## src/sv/swm_pkg.sv

```systemverilog
// ============================================================================
// swm_pkg: shared types and constants for the sliding window maximum core
// Default sizes, configuration register layout and the per-sample step
// control group that the core broadcasts to its cells.
// ============================================================================
package swm_pkg;

    // default sizes
    localparam int WINDOW_MAX_DEF   = 64;
    localparam int SAMPLE_WIDTH_DEF = 16;

    // window size register
    localparam int CFG_WIDTH = 7;
    localparam logic [CFG_WIDTH-1:0] WINDOW_SIZE_RESET = 7'd3;

    // control broadcast to every cell for one request
    typedef struct packed {
        logic accept;
        logic last;
    } swm_step_t;

endpackage

```

## src/sv/swm_stream_if.sv

```systemverilog
// ============================================================================
// swm_stream_if: valid/ready channels of the sliding window maximum core
// Sample channel (sample plus end-of-sequence flag) and result channel
// (window maximum), each with a source and a sink modport.
// ============================================================================
interface swm_sample_if #(
    parameter int SAMPLE_WIDTH = swm_pkg::SAMPLE_WIDTH_DEF
);
    logic                           valid;
    logic                           ready;
    logic signed [SAMPLE_WIDTH-1:0] sample;
    logic                           last_sample;

    modport source (output valid, output sample, output last_sample, input ready);
    modport sink   (input valid, input sample, input last_sample, output ready);
endinterface

interface swm_result_if #(
    parameter int SAMPLE_WIDTH = swm_pkg::SAMPLE_WIDTH_DEF
);
    logic                           valid;
    logic                           ready;
    logic signed [SAMPLE_WIDTH-1:0] window_max;

    modport source (output valid, output window_max, input ready);
    modport sink   (input valid, input window_max, output ready);
endinterface

```

## src/sv/swm_cell.sv

```systemverilog
// ============================================================================
// swm_cell: one position of the sample shift line
// Holds the sample that arrived INDEX requests ago and whether it is still
// a deque entry. Each accepted request shifts the neighbor in and drops the
// entry if it left the window or does not beat the new sample.
// ============================================================================
module swm_cell #(
    parameter int SAMPLE_WIDTH = 16,
    parameter int KW           = 7,
    parameter int INDEX        = 0
) (
    input  logic                    clk,
    input  logic                    rst_n,
    input  swm_pkg::swm_step_t      step,
    input  logic [SAMPLE_WIDTH-1:0] sample,
    input  logic [KW-1:0]           k,
    input  logic [SAMPLE_WIDTH-1:0] prev_value,
    input  logic                    prev_valid,
    output logic [SAMPLE_WIDTH-1:0] leaf_value,
    output logic                    leaf_valid,
    output logic [SAMPLE_WIDTH-1:0] value,
    output logic                    valid
);

    localparam bit HEAD = (INDEX == 0);

    logic [SAMPLE_WIDTH-1:0] value_reg;
    logic                    valid_reg;
    logic                    valid_next;
    logic                    in_window;
    logic                    beats_sample;
    logic                    keep;

    // entry survives if still inside the window and strictly above the new sample
    assign in_window    = (k > KW'(INDEX));
    assign beats_sample = ($signed(prev_value) > $signed(sample));
    assign keep         = HEAD ? 1'b1 : (prev_valid && beats_sample && in_window);

    // state after this request, before an end-of-sequence clear
    assign leaf_value = prev_value;
    assign leaf_valid = keep;
    assign valid_next = keep && !step.last;

    // sample shift line
    always_ff @(posedge clk)
    begin
        if (step.accept)
        begin
            value_reg <= prev_value;
        end
    end

    // entry flag
    always_ff @(posedge clk or negedge rst_n)
    begin
        if (!rst_n)
        begin
            valid_reg <= 1'b0;
        end
        else if (step.accept)
        begin
            valid_reg <= valid_next;
        end
    end

    assign value = value_reg;
    assign valid = valid_reg;

endmodule

```

## src/sv/swm_tree.sv

```systemverilog
// ============================================================================
// swm_tree: registered selection tree over the cell row
// Picks the value of the oldest surviving entry (highest cell index), which
// is the deque front and so the window maximum. One register level per tree
// level; a tag bit travels alongside to mark requests that give a result.
// ============================================================================
module swm_tree #(
    parameter int N = 64,
    parameter int W = 16
) (
    input  logic         clk,
    input  logic         rst_n,
    input  logic         adv,
    input  logic [W-1:0] leaf_value [N],
    input  logic         leaf_valid [N],
    input  logic         in_tag,
    output logic [W-1:0] top_value,
    output logic         top_valid,
    output logic         top_tag
);

    localparam int LEVELS = $clog2(N);
    localparam int P      = 1 << LEVELS;
    localparam int NODES  = 2 * P - 1;

    // first node of a level in the flat node store
    function automatic int level_base(input int lvl);
        return 2 * P - 2 * (P >> lvl);
    endfunction

    logic [W-1:0]  node_value_reg [NODES];
    logic          node_valid_reg [NODES];
    logic [LEVELS:0] tag_reg;

    for (genvar l = 0; l <= LEVELS; l++)
    begin : g_level
        for (genvar j = 0; j < (P >> l); j++)
        begin : g_node
            localparam int IDX = level_base(l) + j;

            logic [W-1:0] value_next;
            logic         valid_next;

            if (l == 0)
            begin : g_leaf
                if (j < N)
                begin : g_real
                    assign value_next = leaf_value[j];
                    assign valid_next = leaf_valid[j];
                end
                else
                begin : g_pad
                    assign value_next = '0;
                    assign valid_next = 1'b0;
                end
            end
            else
            begin : g_pick
                localparam int LO = level_base(l - 1) + 2 * j;
                localparam int HI = LO + 1;

                // older half wins whenever it still holds an entry
                assign valid_next = node_valid_reg[LO] | node_valid_reg[HI];
                assign value_next = node_valid_reg[HI] ? node_value_reg[HI]
                                                       : node_value_reg[LO];
            end

            always_ff @(posedge clk)
            begin
                if (adv)
                begin
                    node_value_reg[IDX] <= value_next;
                end
            end

            always_ff @(posedge clk or negedge rst_n)
            begin
                if (!rst_n)
                begin
                    node_valid_reg[IDX] <= 1'b0;
                end
                else if (adv)
                begin
                    node_valid_reg[IDX] <= valid_next;
                end
            end
        end
    end

    // result tag follows the tree levels
    always_ff @(posedge clk or negedge rst_n)
    begin
        if (!rst_n)
        begin
            tag_reg <= '0;
        end
        else if (adv)
        begin
            tag_reg[0] <= in_tag;
            for (int i = 1; i <= LEVELS; i++)
            begin
                tag_reg[i] <= tag_reg[i-1];
            end
        end
    end

    assign top_value = node_value_reg[NODES-1];
    assign top_valid = node_valid_reg[NODES-1];
    assign top_tag   = tag_reg[LEVELS];

endmodule

```

## src/sv/sliding_window_maximum_core.sv

```systemverilog
// A result leaves once its sample is accepted and has passed every register
//   level of the registered selection tree, from the leaf level up to the root.
// Throughput: one sample per cycle; the cell row updates on each accepted sample
//   and the tree is fully pipelined, stalling only when the result is not taken.
// Reset: entry flags, fill count, tree and result flags clear at once;
//   window size returns to 3. Sample values are not reset.
// ============================================================================
// sliding_window_maximum_core: running maximum over the last K samples
// Monotonic deque kept in a row of shift cells: each cell drops its entry
// when it leaves the window or a newer sample is not smaller. The oldest
// surviving entry is the window maximum, found by a registered tree.
// ============================================================================
module sliding_window_maximum_core #(
    parameter int WINDOW_MAX   = swm_pkg::WINDOW_MAX_DEF,
    parameter int SAMPLE_WIDTH = swm_pkg::SAMPLE_WIDTH_DEF
) (
    input  logic                         clk,
    input  logic                         rst_n,
    swm_sample_if.sink                   samples,
    swm_result_if.source                 results,
    input  logic                         cfg_wr_en,
    input  logic [swm_pkg::CFG_WIDTH-1:0] cfg_wr_data
);

    import swm_pkg::*;

    localparam int FW = $clog2(WINDOW_MAX + 1);
    localparam int KW = (FW > CFG_WIDTH) ? FW : CFG_WIDTH;

    logic [CFG_WIDTH-1:0]    window_size_reg;
    logic [FW-1:0]           fill_reg;
    logic [FW-1:0]           fill_next;
    logic [FW-1:0]           fill_inc;
    logic [KW-1:0]           ws_ext;
    logic [KW-1:0]           k_eff;
    logic                    adv;
    logic                    produce;
    swm_step_t               step;

    logic [SAMPLE_WIDTH-1:0] sample_bits;
    logic [SAMPLE_WIDTH-1:0] cell_value [WINDOW_MAX];
    logic [WINDOW_MAX-1:0]   cell_valid;
    logic [SAMPLE_WIDTH-1:0] leaf_value [WINDOW_MAX];
    logic                    leaf_valid [WINDOW_MAX];

    logic [SAMPLE_WIDTH-1:0] top_value;
    logic                    top_valid;
    logic                    top_tag;

    // handshake: the whole pipe moves unless a finished result is held
    assign adv           = !top_tag || results.ready;
    assign samples.ready = adv;
    assign step.accept   = samples.valid && adv;
    assign step.last     = samples.last_sample;
    assign sample_bits   = samples.sample;

    // effective window length
    assign ws_ext = KW'(window_size_reg);
    always_comb
    begin
        if (window_size_reg == '0)
        begin
            k_eff = KW'(1);
        end
        else if (ws_ext > KW'(WINDOW_MAX))
        begin
            k_eff = KW'(WINDOW_MAX);
        end
        else
        begin
            k_eff = ws_ext;
        end
    end

    // window size register
    always_ff @(posedge clk or negedge rst_n)
    begin
        if (!rst_n)
        begin
            window_size_reg <= WINDOW_SIZE_RESET;
        end
        else if (cfg_wr_en)
        begin
            window_size_reg <= cfg_wr_data;
        end
    end

    // fill count of the current sequence, saturating
    assign fill_inc  = (fill_reg == FW'(WINDOW_MAX)) ? fill_reg : fill_reg + 1'b1;
    assign produce   = (KW'(fill_inc) >= k_eff);
    assign fill_next = step.last ? '0 : fill_inc;

    always_ff @(posedge clk or negedge rst_n)
    begin
        if (!rst_n)
        begin
            fill_reg <= '0;
        end
        else if (step.accept)
        begin
            fill_reg <= fill_next;
        end
    end

    // cell row, newest sample enters cell 0
    for (genvar i = 0; i < WINDOW_MAX; i++)
    begin : g_cell
        logic [SAMPLE_WIDTH-1:0] prev_value;
        logic                    prev_valid;

        if (i == 0)
        begin : g_head
            assign prev_value = sample_bits;
            assign prev_valid = 1'b1;
        end
        else
        begin : g_link
            assign prev_value = cell_value[i-1];
            assign prev_valid = cell_valid[i-1];
        end

        swm_cell #(
            .SAMPLE_WIDTH (SAMPLE_WIDTH),
            .KW           (KW),
            .INDEX        (i)
        ) u_cell (
            .clk        (clk),
            .rst_n      (rst_n),
            .step       (step),
            .sample     (sample_bits),
            .k          (k_eff),
            .prev_value (prev_value),
            .prev_valid (prev_valid),
            .leaf_value (leaf_value[i]),
            .leaf_valid (leaf_valid[i]),
            .value      (cell_value[i]),
            .valid      (cell_valid[i])
        );
    end

    // front-of-deque selection
    swm_tree #(
        .N (WINDOW_MAX),
        .W (SAMPLE_WIDTH)
    ) u_tree (
        .clk        (clk),
        .rst_n      (rst_n),
        .adv        (adv),
        .leaf_value (leaf_value),
        .leaf_valid (leaf_valid),
        .in_tag     (step.accept && produce),
        .top_value  (top_value),
        .top_valid  (top_valid),
        .top_tag    (top_tag)
    );

    assign results.valid      = top_tag;
    assign results.window_max = top_value;

`ifndef SYNTHESIS
    // a new sample is always kept unless it ends the sequence
    a_head_kept: assert property (@(posedge clk) disable iff (!rst_n)
        step.accept && !step.last |=> cell_valid[0])
        else $error("newest sample not kept in cell 0");

    // end of sequence empties the deque and the fill count
    a_seq_clear: assert property (@(posedge clk) disable iff (!rst_n)
        step.accept && step.last |=> (cell_valid == '0) && (fill_reg == '0))
        else $error("deque not cleared after last sample");

    // never more entries than samples seen in the sequence
    a_entry_count: assert property (@(posedge clk) disable iff (!rst_n)
        $countones(cell_valid) <= int'(fill_reg))
        else $error("more deque entries than samples");

    // a result always comes from a real entry
    a_result_entry: assert property (@(posedge clk) disable iff (!rst_n)
        results.valid |-> top_valid)
        else $error("result without a deque entry");
`endif

endmodule
```

## src/flat_wrapper.sv

```systemverilog
// flat-port wrapper written by rule: the top's interface ports become plain ports
module sliding_window_maximum_core_flat import swm_pkg::*;
#(
    parameter int WINDOW_MAX   = swm_pkg::WINDOW_MAX_DEF,
    parameter int SAMPLE_WIDTH = swm_pkg::SAMPLE_WIDTH_DEF
)
  (clk, rst_n, cfg_wr_en, cfg_wr_data, samples_valid, samples_sample, samples_last_sample, samples_ready, results_valid, results_window_max, results_ready);
  swm_sample_if #(.SAMPLE_WIDTH(SAMPLE_WIDTH)) samples_i ();
  swm_result_if #(.SAMPLE_WIDTH(SAMPLE_WIDTH)) results_i ();
  input  logic clk;
  input  logic rst_n;
  input  logic cfg_wr_en;
  input  logic [swm_pkg::CFG_WIDTH-1:0] cfg_wr_data;
  input wire logic [$bits(samples_i.valid)-1:0] samples_valid;
  input wire logic [$bits(samples_i.sample)-1:0] samples_sample;
  input wire logic [$bits(samples_i.last_sample)-1:0] samples_last_sample;
  output wire logic [$bits(samples_i.ready)-1:0] samples_ready;
  output wire logic [$bits(results_i.valid)-1:0] results_valid;
  output wire logic [$bits(results_i.window_max)-1:0] results_window_max;
  input wire logic [$bits(results_i.ready)-1:0] results_ready;
  assign samples_i.valid = samples_valid;
  assign samples_i.sample = samples_sample;
  assign samples_i.last_sample = samples_last_sample;
  assign samples_ready = samples_i.ready;
  assign results_valid = results_i.valid;
  assign results_window_max = results_i.window_max;
  assign results_i.ready = results_ready;
  sliding_window_maximum_core #(.WINDOW_MAX(WINDOW_MAX), .SAMPLE_WIDTH(SAMPLE_WIDTH)) u_core (.clk(clk), .rst_n(rst_n), .samples(samples_i), .results(results_i), .cfg_wr_en(cfg_wr_en), .cfg_wr_data(cfg_wr_data));
endmodule
```

## config.mk

```make
export PLATFORM = sky130hd
export DESIGN_NAME = sliding_window_maximum_core_flat
export DESIGN_NICKNAME = d
export VERILOG_FILES = /design/src/sv/swm_pkg.sv /design/src/sv/swm_stream_if.sv /design/src/sv/swm_cell.sv /design/src/sv/swm_tree.sv /design/src/sv/sliding_window_maximum_core.sv /design/src/flat_wrapper.sv
export SDC_FILE = /design/constraint.sdc
export NUM_CORES = 2
export LEC_CHECK = 0
export BUFFER_PORTS_ARGS = -buffer_cell sky130_fd_sc_hd__clkbuf_2
export CAP_MARGIN = 20
export CORE_MARGIN = 1
export CORE_UTILIZATION = 40
export DETAILED_ROUTE_END_ITERATION = 10
export PLACE_DENSITY_LB_ADDON = 0.3
export SLEW_MARGIN = 20
export SYNTH_ARGS = -nofsm -noshare
export SYNTH_HDL_FRONTEND = slang
export SYNTH_HIERARCHICAL = 1
export SYNTH_SLANG_ARGS = --single-unit
export TNS_END_PERCENT = 100
```

## constraint.sdc

```tcl
create_clock -name clk -period 59.3 [get_ports clk]
set_input_delay 14.825 -clock clk [delete_from_list [all_inputs] [get_ports clk]]
set_output_delay 14.825 -clock clk [all_outputs]
set_load 0.005 [all_outputs]
```

**Word level (Yosys, flattened, before mapping)**

Memories as Yosys holds them, arrays and structs flattened.
Cells that the tools add are included.
Widths: inputs -> output; s select.

- Output and inout bits: 18
- Bits of input ports: 29
- Memories: 1
- Memory bits (writable): 2032
- Bits in latches: 0
- Logic and storage cells: 700
- Register bits: 1212
- Memory bits (read-only): 0

Memories:

| name | depth | bits a word | rd ports | clocked after memory_dff | write ports | line | source |
|---|---|---|---|---|---|---|---|
| u_core.u_tree.node_value_reg | 127 | 16 | 127 | 0 | 127 | swm_tree.sv:31 | `logic [W-1:0] node_value_reg [NODES];` |

- Magnitude comparators: 128
- Shift operators: 0
- Bitwise operators: 57
- Multiply operators: 0
- Multiplexer cells: 69
- Divide/modulo/power cells: 0
- Reductions and logical operators: 194
- Add/subtract/negate cells: 1
- Equality and inequality tests: 1

Operator list:

| cell | number |
|---|---|
| $gt 16x16->1 | 63 |
| $mux 16 | 63 |
| $gt 7x6->1 const B | 32 |
| $logic_and 1x1->1 | 190 |
| $gt 7x5->1 const B | 16 |
| $or 1x1->1 | 57 |
| $gt 7x4->1 const B | 8 |
| $gt 7x3->1 const B | 4 |
| $mux 7 | 4 |
| $gt 7x2->1 const B | 2 |
| $add 7x1->7 const B | 1 |
| $eq 7x7->1 const B | 1 |
| $ge 7x7->1 | 1 |
| $gt 7x1->1 const B | 1 |
| $gt 7x7->1 const B | 1 |
| $logic_not 7->1 | 1 |
| $logic_not 1->1 | 2 |
| $mux 1 | 2 |
| $logic_or 1x1->1 | 1 |

**Depth between registers and ports, before layout**

- Depth after elaboration: 6
- Mapped depth: 11
- Depth with buffers taken out: 11

**Worst setup path before layout**

No wires, ideal clock.

- Path type: input port to flip-flop
- From: input port results_ready
- To: register, netlist name u_core/g_cell[63].u_cell/valid
- Cell stages on the path: 8
- Library setup time: 0.068 ns
- Path slack: -9.101 ns
- Arrival time: 68.333 ns
- Required time: 59.232 ns
- Buffers on the path: 1
- Path through: nand2b_1 buf_2 nand2_2 inv_1 inv_1 or4_1 nor4_1 a211o_1

RTL lines:

| what | line | source |
|---|---|---|
| start, declared | flat_wrapper.sv:20 | `input wire logic [$bits(results_i.ready)-1:0] results_ready;` |

**Worst setup path in the final report**

- From: input port results_ready
- To: output port samples_ready

- Cells in the longest elaborated chain, start to end: 1

Ends and longest elaborated chain:

| what | line | source |
|---|---|---|
| $logic_or 1x1->1 | sliding_window_maximum_core.sv:51 | `assign adv = !top_tag \|\| results.ready;` |
| end, declared | flat_wrapper.sv:17 | `output wire logic [$bits(samples_i.ready)-1:0] samples_ready;` |

Every way passes these cells.

==> results.md <==
- Status: finished, final reports clean
- CORE AREA: between 0.3 and 0.4 mm2
- Hold Startpoint: u_core/g_cell[62].u_cell/value[7]
- Max reg flops: roughly 2000
- Worst Path Buf+Inv: 2
- DRT iter0 DRCs: approximately 6600
- Yosys Warn Count: 6
- Clk slew on worst S/H paths: approximately 0.060 ns
- Starting Density: 40.2%
- Worst-path maximum fanout: 33
- Cell repeated most along the worst path: clkbuf_2
- Worst path cell trace: clkbuf_2, nand2b_4, clkbuf_2
- Slew margin rel.: 26.6%
- IO Pins: 47
- Worst Tran Pin Value: 1.10 ns
- Synth-to-Final Area Change: 6.21%
- Total congestion overflow: 0
- Syn Nets: about 11000
- Setup TNS: 0 ns
- RSZ-0062 raised after global routing: no
- Worst skew pair latency: about 0.93 ns
- Tot GR Track Use: 17.8%
- Final Cycle Share: a little over 50%
- Share of layout cells above drive strength 1: a little over 20%
- CP required: 44.48 ns
- Chip height: around 600 um
- Mapped Area: approximately 0.15 mm2
- CTS tree: yes
- R2r startpoint: u_core/u_tree/tag_reg[6]
- First-pass DRT Iterations: 6
- Clock sinks: between 3000 and 4000
- Storage element area: 0.0964 mm2
- Number of routed nets with antenna violations: 0
- Overall Power: between 6000 and 7000 uW
- Max Fclk: 32.8 MHz
- Hold Fails Final Rpt: 0
- First-pass GRT wire length: a little over 500000 um
- Final min period: roughly 30 ns
- Pwr/cell area: between 30 and 40 mW/mm2
- Routed length per placed instance: roughly 24 um
- Via density: about 5.3
- Depth of the CTS H-tree: 5
- Syn_area_per_cell: approximately 15 um2
- WS Path Type: input pin to output port
- Slowest cell on the critical path: nand2b_4
- Vias: 77000
- VDD IR-drop max: roughly 0.024 mV
- DRC: 0
- Die span in x: roughly 610 um
- Initial antenna violation count: 16
- FILL cells: approximately 33000
- Worst EP arrival: between 15 and 20 ns
- CTS Hold Bufs: 0
- Root buf cell: clkbuf_16
- Die area: 0.378 mm2
- HP Class: register to register
- Max-Cap Viols: 0
- Routed WL: roughly 340000 um
- Top delay family on crit path: simple AND/OR/NAND/NOR gates
- Buffers on Ports: 46
- Setup Fix Bufs, Post-CTS: 0
- Final Skew: 0.0389 ns
- Largest net degree at the start of global routing: 176
- CP startpoint: results_ready
- Commonest non-fill, non-tap cell in the layout: edfxtp_1
- Most frequent cells in the layout: 3040 x edfxtp_1, 1084 x mux2_2, 1045 x inv_1, 1017 x ha_1, 426 x a21oi_1
- Num CTS Buffers: about 340
- Leakage power: 0.0626 uW
- Num rows: between 200 and 250
- Final RePlAce weighted congestion: ~0.8
- Slew Limit Fails: 0
- Multi-input logic area: slightly above 0.04 mm2
- Critical Path Source Type: input pin
- Vias in the first global route: 78000
- Synth Instances: roughly 10000
- Nature of the critical path endpoint: output port
- Final nets: between 10000 and 15000
- CP max stage delay: about 0.41 ns
- Clock Tree Buf Depth: 4
- Post_cts resized: 0
- Final setup vio count: 0
- DP Wirelength: 225000 um
==> final timing paths <==
check / cells past startpoint / slack, ns / endpoint
setup / recovery: 3 / 28.83 / samples_ready
hold / removal: 0 / 0.45 / u_core/u_tree/node_value_reg[15][55]
setup reg to reg: 11 / 51.38 / u_core/u_tree/node_valid_reg[85]
hold reg to reg: 0 / 0.45 / u_core/u_tree/node_value_reg[15][55]
max in group asynchronous: 2 / 43.91 / u_core/g_cell[43].u_cell/valid
min in group asynchronous: 1 / 13.96 / u_core/u_tree/node_valid_reg[103]
==> worst reg2reg max path: stages (launching register included) <==
cell,delay (ns)
dfrtp_1,0.43
nand2b_4,0.39
buf_12,0.54
buf_4,1.20
buf_4,0.79
buf_4,0.65
buf_4,0.82
buf_4,0.87
buf_4,0.90
buf_4,0.50
buf_16,0.34
mux2_2,0.40
==> report_power, final <==
part,total [uW],internal (uW),switching (uW)
Clock,2080,1190,895
Sequential,3420,3140,275
Combinational,868,359,509
==> routing by layer <==
| layer | global-route usage [%] | share of wire, % | vias up |
|---|---|---|---|
| li1 | - | - | 34900 |
| met1 | 24.2 | 44 | 39200 |
| met2 | 29.6 | 48 | 2261 |
| met3 | 2.25 | 5.4 | 595 |
| met4 | 5.64 | 3.2 | 0 |
| met5 | 0 | 0 | - |
==> cell type report <==
class	count	share of cell area [%]
clock inverters	167	1.04
diodes	2	0.00314
flip-flops and latches	3244	60.5
multi-input cells	4528	25.7
inverters	1051	2.48
repair buffers	134	0.649
well taps	4972	3.90
clock buffers	457	5.75
==> metrics by stage <==
stage	utilization [%]	hold WS [ns]	setup slack, ns	instances	cell area [um2]
2_1_floorplan	-	0.450	3.76	10000	150000
3_3_place_gp	39.8	0.441	28.78	13900	148000
3_5_place_dp	39.8	0.441	28.77	13900	148000
4_1_cts	42.7	0.456	28.77	14600	159000
5_1_grt	42.7	0.462	28.75	14600	159000
6_report	42.7	0.452	28.83	14600	159000
Note: power is estimated with default switching activity, not from simulation.
